<file path="config.mk">
export PLATFORM = sky130hd
export DESIGN_NAME = midi_channel_message_parser_unit
export DESIGN_NICKNAME = d
export VERILOG_FILES = /design/src/hdl/mcmp_pkg.sv /design/src/hdl/mcmp_parse.sv /design/src/hdl/mcmp_out_reg.sv /design/src/hdl/midi_channel_message_parser_unit.sv
export SDC_FILE = /design/constraint.sdc
export NUM_CORES = 1
export LEC_CHECK = 0
export BUFFER_PORTS_ARGS = -buffer_cell sky130_fd_sc_hd__buf_4
export CAP_MARGIN = 15
export CORE_ASPECT_RATIO = 0.75
export CORE_MARGIN = 4
export CORE_UTILIZATION = 54
export DETAILED_ROUTE_END_ITERATION = 10
export GPL_TIMING_DRIVEN = 0
export HOLD_SLACK_MARGIN = 0.12
export PLACE_DENSITY = 0.89
export SYNTH_ARGS = -nofsm -noshare
export SYNTH_HDL_FRONTEND = slang
export SYNTH_SLANG_ARGS = --single-unit
</file>
<file path="constraint.sdc">
create_clock -name clock -period 2.85 [get_ports clock]
set_input_delay 0.1425 -clock clock [delete_from_list [all_inputs] [get_ports clock]]
set_output_delay 0.1425 -clock clock [all_outputs]
set_load 0.03 [all_outputs]
</file>
<file path="src/hdl/mcmp_pkg.sv">
// Shared constants and types of the MIDI channel message parser.
package mcmp_pkg;

   localparam logic [7:0] STATUS_BIT = 8'h80;
   localparam logic [7:0] SYS_FIRST  = 8'hF0;
   localparam logic [7:0] RT_FIRST   = 8'hF8;
   localparam logic [2:0] ONE_DATA_TYPE = 3'b110;

   typedef struct packed {
      logic [7:0] status_byte;
      logic [6:0] first_data;
      logic [6:0] second_data;
   } mcmp_msg_type;

endpackage

</file>
<file path="src/hdl/mcmp_parse.sv">
// Running status state and per-byte decode of the MIDI channel message parser.
module mcmp_parse import mcmp_pkg::*; (
   input  logic         clock,
   input  logic         reset,
   input  logic [7:0]   rx_byte,
   input  logic         fire,
   output logic         emit,
   output mcmp_msg_type msg
);

   logic [7:0] running_status_ff, running_status_in;
   logic [1:0] data_count_ff, data_count_in;
   logic [6:0] held_first_data_ff, held_first_data_in;

   logic is_rt, is_voice, is_sys, is_data, rs_voice, one_data;

   always_comb begin
      is_rt    = rx_byte >= RT_FIRST;
      is_voice = (rx_byte >= STATUS_BIT) && (rx_byte < SYS_FIRST);
      is_sys   = (rx_byte >= SYS_FIRST) && !is_rt;
      is_data  = rx_byte < STATUS_BIT;
      rs_voice = (running_status_ff >= STATUS_BIT) && (running_status_ff < SYS_FIRST);
      one_data = running_status_ff[7:5] == ONE_DATA_TYPE;
      emit     = is_data && rs_voice && (one_data || (data_count_ff != 2'd0));

      msg.status_byte = running_status_ff;
      if (one_data) begin
         msg.first_data  = rx_byte[6:0];
         msg.second_data = 7'd0;
      end else begin
         msg.first_data  = held_first_data_ff;
         msg.second_data = rx_byte[6:0];
      end

      running_status_in  = running_status_ff;
      data_count_in      = data_count_ff;
      held_first_data_in = held_first_data_ff;
      if (is_voice) begin
         running_status_in = rx_byte;
         data_count_in     = 2'd0;
      end else if (is_sys) begin
         running_status_in = 8'd0;
         data_count_in     = 2'd0;
      end else if (is_data && rs_voice) begin
         if (!one_data && (data_count_ff == 2'd0)) begin
            held_first_data_in = rx_byte[6:0];
            data_count_in      = 2'd1;
         end else begin
            data_count_in = 2'd0;
         end
      end
   end

   always_ff @(posedge clock) begin
      if (reset) begin
         running_status_ff  <= 8'd0;
         data_count_ff      <= 2'd0;
         held_first_data_ff <= 7'd0;
      end else if (fire) begin
         running_status_ff  <= running_status_in;
         data_count_ff      <= data_count_in;
         held_first_data_ff <= held_first_data_in;
      end
   end

endmodule

</file>
<file path="src/hdl/mcmp_out_reg.sv">
// Result register of the MIDI channel message parser.
module mcmp_out_reg import mcmp_pkg::*; (
   input  logic         clock,
   input  logic         reset,
   input  logic         load,
   input  mcmp_msg_type msg,
   output logic         free,
   input  logic         rsp_ready,
   output logic         rsp_valid,
   output mcmp_msg_type rsp_msg
);

   logic         valid_ff, valid_in;
   mcmp_msg_type msg_ff;

   always_comb begin
      free     = !valid_ff || rsp_ready;
      valid_in = load || (valid_ff && !rsp_ready);
   end

   always_ff @(posedge clock) begin
      if (reset) begin
         valid_ff <= 1'b0;
      end else begin
         valid_ff <= valid_in;
      end
   end

   always_ff @(posedge clock) begin
      if (load) begin
         msg_ff <= msg;
      end
   end

   assign rsp_valid = valid_ff;
   assign rsp_msg   = msg_ff;

endmodule

</file>
<file path="src/hdl/midi_channel_message_parser_unit.sv">
// Top level of the MIDI channel message parser with running status.
// One received MIDI byte is taken per item and a complete channel voice message comes out once
// its last data byte has been seen; real-time bytes are ignored, system bytes clear the running
// status and stray data bytes are dropped. A byte is accepted in every cycle unless a message
// waits for a full result register: it passes an input register, is decoded combinationally
// against the running status and lands in the result register. The result register holds a
// message while the consumer stalls, and bytes that produce no message keep flowing meanwhile.
module midi_channel_message_parser_unit import mcmp_pkg::*; (
   input  logic       clock,
   input  logic       reset,
   input  logic       req_valid,
   output logic       req_ready,
   input  logic [7:0] req_rx_byte,
   output logic       rsp_valid,
   input  logic       rsp_ready,
   output logic [7:0] rsp_status_byte,
   output logic [6:0] rsp_first_data,
   output logic [6:0] rsp_second_data
);

   logic         s1_valid_ff, s1_valid_in;
   logic [7:0]   s1_byte_ff;
   logic         s1_consume, emit, out_free;
   mcmp_msg_type msg, rsp_msg;

   mcmp_parse u_parse (
      .clock   (clock),
      .reset   (reset),
      .rx_byte (s1_byte_ff),
      .fire    (s1_consume),
      .emit    (emit),
      .msg     (msg)
   );

   mcmp_out_reg u_out (
      .clock     (clock),
      .reset     (reset),
      .load      (s1_consume && emit),
      .msg       (msg),
      .free      (out_free),
      .rsp_ready (rsp_ready),
      .rsp_valid (rsp_valid),
      .rsp_msg   (rsp_msg)
   );

   always_comb begin
      s1_consume  = s1_valid_ff && (!emit || out_free);
      req_ready   = !s1_valid_ff || s1_consume;
      s1_valid_in = (req_valid && req_ready) || (s1_valid_ff && !s1_consume);
   end

   always_ff @(posedge clock) begin
      if (reset) begin
         s1_valid_ff <= 1'b0;
      end else begin
         s1_valid_ff <= s1_valid_in;
      end
   end

   always_ff @(posedge clock) begin
      if (req_valid && req_ready) begin
         s1_byte_ff <= req_rx_byte;
      end
   end

   assign rsp_status_byte = rsp_msg.status_byte;
   assign rsp_first_data  = rsp_msg.first_data;
   assign rsp_second_data = rsp_msg.second_data;

endmodule
</file>
==> results of run 1 <==
==> power groups by stage <==
stage                     sequential (W)  clock, W  combinational, W
final                           0.000763  0.000380         0.0000586
after global routing            0.000765  0.000424         0.0000650
after CTS                       0.000763  0.000389         0.0000583
after detailed placement        0.000779         0         0.0000484
after global placement          0.000778         0         0.0000456
after floorplan                 0.000773         0         0.0000290
==> flip-flops by register name, summed over array words and instances, names as in the netlist <==
signal / count
u_parse.data_count_ff: 1
u_parse.running_status_ff: 8
u_out.rsp_msg: 22
u_parse.held_first_data_ff: 7
u_out.rsp_valid: 1
s1_byte_ff: 8
s1_valid_ff: 1
==> synth_stat cells <==
cell      count
nand2b_1     15
a21boi_0      1
nor3_1        2
and3_1        1
and2_1        9
buf_6         2
mux2_2        7
nor2b_1       3
o211ai_1      1
nand3_1       7
edfxtp_1     30
clkbuf_1      1
o32ai_1       1
nand3b_2      1
nand3b_4      1
nor2_1        3
a21oi_1      10
o21ai_0       9
and3b_2       1
nor4b_4       1
nand2_1       3
inv_1         1
mux2i_1       7
buf_2         2
and4_1        1
dfxtp_1      18
==> through the flow <==
step                      setup slack, ns  utilization (%)  cells
final                                1.26             71.7    231
after global routing                 1.12             71.7    231
after CTS                            1.27             71.7    231
after detailed placement             1.29             66.5    214
after global placement              0.455             66.0    213
after floorplan                     0.767                -    138
==> path summary, 6_finish.rpt <==
path                                 from  depth (start not counted)                 to  slack [ns]
max              u_parse.data_count_ff[0]                          4   u_out.rsp_msg[7]        1.26
max reg2reg      u_parse.data_count_ff[0]                          4   u_out.rsp_msg[7]        1.26
min                             rsp_ready                          3    u_out.rsp_valid        0.15
min reg2reg  u_parse.running_status_ff[0]                          0  u_out.rsp_msg[14]        0.44
==> kinds of logic after synthesis <==
group | synth area share, %
flip-flops | 66.9
buffers and inverters | 2.12
AO/OA/AOI/OAI | 6.30
multiplexers | 7.90
AND/OR/NAND/NOR | 16.8
==> metal layers <==
| metal | share of wire (%) | global-route usage, % | vias to the layer above |
|---|---|---|---|
| li1 | - | - | 608 |
| met2 | 50 | 30.0 | 46 |
| met3 | 6.5 | 5.62 | 10 |
| met4 | 2.0 | 9.82 | 0 |
| met1 | 41 | 20.4 | 570 |
| met5 | 0 | 0 | - |
==> cell type report <==
type                       instances  area [µm²]
buffer                             5        36.3
clock buffer                       6        72.6
clock inverter                     2        11.3
fill                             226         943
inverter                           1        3.75
multi-input combinational         84         587
sequential                        48        1260
tap                               40        50.0
timing repair buffer              45         368
==> critical path: stages, from the launching register on <==
cell and delay, ns:
dfxtp_1 0.43, a21boi_0 0.26, o21ai_0 0.18, nor2_2 0.19, buf_8 0.22
==> cells in the final DEF (no fill, tap or decap), types with 2 or more instances in the layout <==
cell	n
a21oi_1	10
and2_1	9
buf_2	2
buf_4	35
buf_6	2
clkbuf_1	2
clkbuf_8	5
dfxtp_1	18
dlygate4sd3_1	9
edfxtp_1	30
mux2_2	7
mux2i_1	7
nand2_1	3
nand2b_1	15
nand3_1	7
nor2_1	2
nor2b_1	3
nor3_1	2
o21ai_0	9
==> results.toml, run 1 <==
[finish]
drive_above_1_share_pct = 30.4
design_area_um2 = 2390
syn_to_final_growth_pct = 26.7
nets = 202
diodes = 0

[detailed_routing]
vias_per_cell = 5.34
drt_pass1_iterations = 4
drc = 0
wl_per_cell_um = 15.7
drt_iter0_markers = 149
drt-total-wl_mm = 3.64
via_count = 1234
antenna_left = 0

[pwr]
p_per_area_nw_per_um2 = 503
combPwrFrac_pct = 4.9
vdd_drop_max_mv = 0.409
power.leakage_nw = 0.905
power_frac_clock_pct = 31.6
p_sw_w = 0.000250
switching_share_pct = 20.8
p_int_w = 0.000952
p_total_w = 0.00120
seq_power_share_pct = 63.5

[timing]
rsz0062_at_grt = "no"
setup_tns_ns = 0
hold_violations = 0
setup_viol_count_final = 0
fin_skew_ns = 0.00837
min_period_ns = 1.59
slew_violations = 0
slew_headroom_pct = 76.4
fin_hold_ws_ns = 0.150
worst-slew-pin-transition_ns = 0.351
fmax_ghz = 0.631
fin_crit_sh_pct = 55.6

[placement]
postPlaceCellArea_um2 = 2220
detailed_place_hpwl_mm = 2.58
gp_routability_congestion = 0.788
io_buffers = 35

[logic_synthesis]
avgSynthCellArea_um2 = 13.7
synthCells = 138
synthTopCellsByArea = "edfxtp_1 (48%), dfxtp_1 (19%), nand2b_1 (5.0%)"
synth_area_leader_cell = "edfxtp_1"
synth_seq_cells = 48
ys_warn_count = 0
ys_seq_area_share_pct = 66.9
syn-cell-area_um2 = 1890
yosysUniqueCellTypes = 26
synth.top_cell.area_share_pct = 47.8
syn_nets = 150

[clock_network]
cts_made_buffers = 5
post_cts_buffers = 0
ctsResizeCount = 0
insertion_delay_ns = 0.30
cts-root-buf = "clkbuf_8"
postCtsHoldBufs = 9
h-tree-depth = 2
cts_tree = "done"
clock_sinks = 48
path_clk_slew_ns = 0.08
cts_buffer_depth = 2

[setup_path]
arrival_ns = 1.58
critPathMaxFanout = 21
cp.required_ns = 2.85
crit_type = "flip-flop to flip-flop"
start_kind = "flip-flop"
endpoint_kind = "flip-flop"

[floorplan]
die_w_um = 76.2
core_area_um2 = 3330
num_rows = 18
dieArea_um2 = 4510
io_pins = 36
initial_core_util_pct = 56.6
die_y_um = 59.2

[grt]
grt_usage_pct = 17.7
first_global_vias = 1238
grt_antenna_before_repair = 0
grt_start_max_net_pins = 22
grt_pass1_wl_mm = 6.00
grt_remaining_overflow = 0

[flow_run]
cap_violations = 0

[hold_path]
hp-class = "primary input to flip-flop"

[run_status]
status = "complete, no violations"
(Power assumes the default switching activity.)
==> inputs of run 2 (changes only) <==
CORE_UTILIZATION = 48   (was 54)
PLACE_DENSITY = 0.84   (was 0.89)
clock period = 1.35 ns   (was 2.85 ns; I/O delays follow)
==> run 2 against run 1 <==
Against the previous run: the flow now finishes with violations (negative setup slack); sequential power rose by 110%; global-route usage fell by 0.96 points; clock power rose by 140%; design area rose by 7.6%; sequential share of layout area fell by 3.3 points; clock skew fell by 0.0010 ns; register-to-register slack got worse by 1.3 ns; via count rose by 5.4%; utilization fell by 2.8 points; worst setup slack got worse by 1.4 ns; count of clock-buffer cells in the layout did not move; routed wire length rose by 9.8%; critical endpoint is now req_ready.
==> results.toml, run 2 (synthesis results as in run 1) <==
[floorplan]
core_area_um2 = 3730
die_w_um = 80.4
num_rows = 19
dieArea_um2 = 5010
initial_core_util_pct = 50.5
die_y_um = 62.3
io_pins = 36

[setup_path]
start_kind = "flip-flop"
arrival_ns = 1.38
crit_type = "flip-flop to output pin"
cp_slowest_cell = "edfxtp_1"
crit_path_cell_trace = "and3b_2 > o211ai_1 > buf_4"
cp.required_ns = 1.28
max_stage_delay_ns = 0.44
endpoint_kind = "output pin"
critPathMaxFanout = 4

[detailed_routing]
wl_per_cell_um = 15.7
drc = 0
via_count = 1301
antenna_left = 0
drt_iter0_markers = 133
drt_pass1_iterations = 4
drt-total-wl_mm = 3.99
vias_per_cell = 5.12

[timing]
fin_hold_ws_ns = 0.196
fin_skew_ns = 0.00733
fmax_ghz = 0.692
hold_violations = 0
worst-slew-pin-transition_ns = 0.349
min_period_ns = 1.45
rsz0062_at_grt = "yes"
fin_crit_sh_pct = 107
final.setup.worst_slack_ns = -0.0959
slew_violations = 0
setup_viol_count_final = 28
slew_headroom_pct = 76.7

[clock_network]
clock_sinks = 48
insertion_delay_ns = 0.31
cts_made_buffers = 5
cts-root-buf = "clkbuf_8"
cts_tree = "done"
cts_buffer_depth = 2
h-tree-depth = 2
path_clk_slew_ns = 0.08

[grt]
first_global_vias = 1276
grt_start_max_net_pins = 16
grt_pass1_wl_mm = 6.28
grt_remaining_overflow = 0
grt_antenna_before_repair = 0
grt_usage_pct = 16.7

[placement]
postPlaceCellArea_um2 = 2230
io_buffers = 35
gp_routability_congestion = 0.825
detailed_place_hpwl_mm = 2.60
dp_cells = 225
dp_slack_ns = -0.408

[hold_path]
hp-class = "primary input to flip-flop"

[finish]
design_area_um2 = 2570
fill_cells = 247
drive_above_1_share_pct = 38.6
syn_to_final_growth_pct = 36.4
diodes = 0
final_cells = 254
largest_reg_flops = 22
final_cell_mix = "buf_4 (41), edfxtp_1 (30), nand2b_1 (15), dfxtp_1 (13), dlygate4sd3_1 (11)"
final_core_util_pct = 68.9
layout_commonest_cell = "buf_4"
nets = 213

[flow_run]
cap_violations = 0

[run_status]
violations = "negative setup slack"
status = "finished, violations left"

[pwr]
p_per_area_nw_per_um2 = 1030
vdd_drop_max_mv = 0.685
power.leakage_nw = 1.00
==> run 2: cell count changes in the layout (fill, tap and decap cells not counted), moves of 2 or more <==
| cell | change |
|---|---|
| dfxtp_4 | +2 |
| nor2b_1 | -2 |
| buf_6 | +2 |
| dlygate4sd3_1 | +2 |
| nor2_4 | +2 |
| nor2b_4 | +2 |
| dfxtp_2 | +3 |
| buf_4 | +6 |
| dfxtp_1 | -5 |
==> run 2: stage by stage <==
stage / setup TNS (ns) / total power (W)
after floorplan: -6.88 / 0.00169
after global placement: -8.04 / 0.00174
after detailed placement: -9.20 / 0.00175
after CTS: -0.847 / 0.00267
after global routing: -2.72 / 0.00275
final: -0.848 / 0.00266
==> run 2: layout make-up <==
class | instances | area [µm²] | share of cell area [%]
Sequential cell | 48 | 1270 | 49.5
Multi-Input combinational cell | 85 | 637 | 24.8
Timing Repair Buffer | 55 | 460 | 17.9
Clock buffer | 6 | 82.6 | 3.21
Tap cell | 52 | 65.1 | 2.53
Buffer | 5 | 36.3 | 1.41
Clock inverter | 2 | 15.0 | 0.584
Inverter | 1 | 3.75 | 0.146
==> run 2: timing repair <==
item,CTS,global route
setup endpoints to repair,40,40
endpoints found under the hold margin,15,0
gates cloned,1,0
gates resized for setup,15,0
setup buffers,6,3
hold buffers,11,0
pin swaps,3,0
==> run 2: worst paths after layout <==
path	startpoint	endpoint	slack, ns	cells after the start
worst max register to register	s1_byte_ff[7]	u_parse.held_first_data_ff[0]	-0.06	4
worst min-delay path	rsp_ready	s1_valid_ff	0.20	4
worst max-delay path	s1_byte_ff[7]	req_ready	-0.1	3
worst min register to register	u_parse.running_status_ff[0]	u_out.rsp_msg[14]	0.44	0
==> run 2: where the power goes <==
part           switching, W  internal, W
sequential        0.0000329      0.00158
combinational     0.0000565    0.0000822
clock              0.000496     0.000415
==> run 2: layer usage <==
layer | global-route usage [%] | vias to the layer above | wire [µm]
li1 | - | 627 | -
met1 | 22.2 | 609 | 1710
met2 | 26.3 | 57 | 1910
met3 | 4.48 | 8 | 303
met4 | 5.91 | 0 | 72
met5 | 0 | - | 0
==> run 2: critical path, delay by kind of cell, from the launching register on <==
kind            cells  cell delay [ns]
flops               1             0.44
compound gates      1             0.15
buf+inv             1             0.21
simple gates        1             0.28
==> inputs of run 3 (changes only) <==
--- a/config.mk
+++ b/config.mk
@@ -15,3 +15,3 @@
 export HOLD_SLACK_MARGIN = 0.12
-export PLACE_DENSITY = 0.84
+export PLACE_DENSITY = 0.7
 export SYNTH_ARGS = -nofsm -noshare
==> constraint.sdc (replaced) <==
create_clock -name clock -period 1.35 [get_ports clock]
set_input_delay 0.27 -clock clock [delete_from_list [all_inputs] [get_ports clock]]
set_output_delay 0.27 -clock clock [all_outputs]
set_load 0.03 [all_outputs]
==> run 3 against run 2 <==
Against the previous run: the flow still finishes with violations (negative setup slack); cell count shrank 2.0%; clock power down 5.8%; count of clock-buffer cells in the layout fell by 1; routed wire length decreased by 0.83%; global-route usage is 0.45 points higher; largest cell class unchanged.
==> results.toml, run 3 (synthesis results as in run 1) <==
[pwr]
p_per_area_nw_per_um2 = 1020
power.leakage_nw = 0.995
p_int_w = 0.00201
power_frac_clock_pct = 33.1
combPwrFrac_pct = 5.0
vdd_drop_max_mv = 0.664
p_sw_w = 0.000581
seq_power_share_pct = 61.9
switching_share_pct = 22.4

[detailed_routing]
drt_iter0_markers = 108
top_layer = "met4"
met3WireLength_um = 272
via_count = 1294
wl_met2_mm = 1.84
wl_per_cell_um = 15.9
drc = 0
vias_per_cell = 5.20
wl_met1_mm = 1.75
drt-total-wl_mm = 3.96
antenna_left = 0
drt_pass1_iterations = 4

[floorplan]
num_rows = 19
dieArea_um2 = 5010
die_y_um = 62.3
core_area_um2 = 3730
die_w_um = 80.4
initial_core_util_pct = 50.5
io_pins = 36

[finish]
syn_to_final_growth_pct = 34.3
nets = 208
largest_reg_flops = 22
design_area_um2 = 2530
final_cell_mix = "buf_4 (46), edfxtp_1 (30), nand2b_1 (15), dfxtp_1 (13), a21oi_1 (10)"
drive_above_1_share_pct = 43.1
final_core_util_pct = 67.9
diodes = 0
layout_commonest_cell = "buf_4"

[timing]
final.setup.worst_slack_ns = -0.187
fin_skew_ns = 0.00866
slew_violations = 0
setup_tns_ns = -2.88
rsz0062_at_grt = "yes"
min_period_ns = 1.54
fin_crit_sh_pct = 114
slew_headroom_pct = 66.6
fin_hold_ws_ns = 0.138
worst-slew-pin-transition_ns = 0.498
hold_violations = 0
fmax_ghz = 0.650
setup_viol_count_final = 34

[clock_network]
cts-root-buf = "clkbuf_8"
cts_made_buffers = 5
cts_tree = "done"
path_clk_slew_ns = 0.09
h-tree-depth = 2
postCtsHoldBufs = 0
cts_buffer_depth = 2
clock_sinks = 48
insertion_delay_ns = 0.31

[grt]
first_global_vias = 1284
grt_usage_pct = 17.2
grt_pass1_wl_mm = 6.47
grt_remaining_overflow = 0
grt_start_max_net_pins = 17
grt_antenna_before_repair = 0

[setup_path]
cp.required_ns = 1.08
critPathMaxFanout = 2
endpoint_kind = "output pin"
start_kind = "flip-flop"
arrival_ns = 1.27
crit_type = "flip-flop to output pin"

[placement]
postPlaceCellArea_um2 = 2230
detailed_place_hpwl_mm = 2.52
io_buffers = 35
gp_routability_congestion = 0.809
dp_slack_ns = -0.462

[run_status]
violations = "negative setup slack"
status = "finished, violations left"

[flow_run]
cap_violations = 0

[hold_path]
hp-class = "primary input to flip-flop"
run 3: routing by layer:
layer | vias to the layer above | global-route usage [%]
met4 | 0 | 8.44
met5 | - | 0
met2 | 42 | 24.9
met3 | 11 | 4.91
li1 | 615 | -
met1 | 626 | 23.5
run 3: per-stage QoR:
| stage | instances | power (W) |
|---|---|---|
| after global placement | 225 | 0.00174 |
| final | 249 | 0.00259 |
| after floorplan | 138 | 0.00169 |
| after CTS | 245 | 0.00260 |
| after global routing | 249 | 0.00270 |
| after detailed placement | 225 | 0.00175 |
run 3: path summary, 6_finish.rpt:
kind | startpoint | to | slack, ns | cells after the start
hold / removal | req_rx_byte[5] | s1_byte_ff[5] | 0.14 | 1
hold reg to reg | u_parse.running_status_ff[1] | u_out.rsp_msg[15] | 0.43 | 0
setup / recovery | s1_byte_ff[7] | req_ready | -0.19 | 3
setup reg to reg | s1_byte_ff[7] | u_parse.held_first_data_ff[2] | -0.12 | 5
run 3: critical path: stages (launching register included):
cell	delay [ns]
edfxtp_1	0.40
and3b_2	0.26
o211ai_1	0.11
buf_4	0.19
run 3: what timing repair did:
action / 4_1_cts / 5_1_grt
setup buffers: 11 / 4
endpoints found under the setup margin: 38 / 43
cloned: 1 / 0
gates resized for setup: 11 / 10
pin swaps: 3 / 2
run 3: layout make-up:
class                           instances  area [µm²]
Fill cell                             282        1200
Clock buffer                            5        68.8
Clock inverter                          3        23.8
Inverter                                1        3.75
Timing Repair Buffer                   50         408
Multi-Input combinational cell         85         647
Sequential cell                        48        1280
Tap cell                               52        65.1
Buffer                                  5        36.3
run 3: power by group through the flow:
stage          clock [W]  sequential, W  combinational, W
2_1_floorplan          0        0.00163         0.0000627
3_3_place_gp           0        0.00164          0.000102
3_5_place_dp           0        0.00164          0.000106
4_1_cts         0.000870        0.00160          0.000123
5_1_grt         0.000947        0.00161          0.000143
6_report        0.000858        0.00160          0.000131
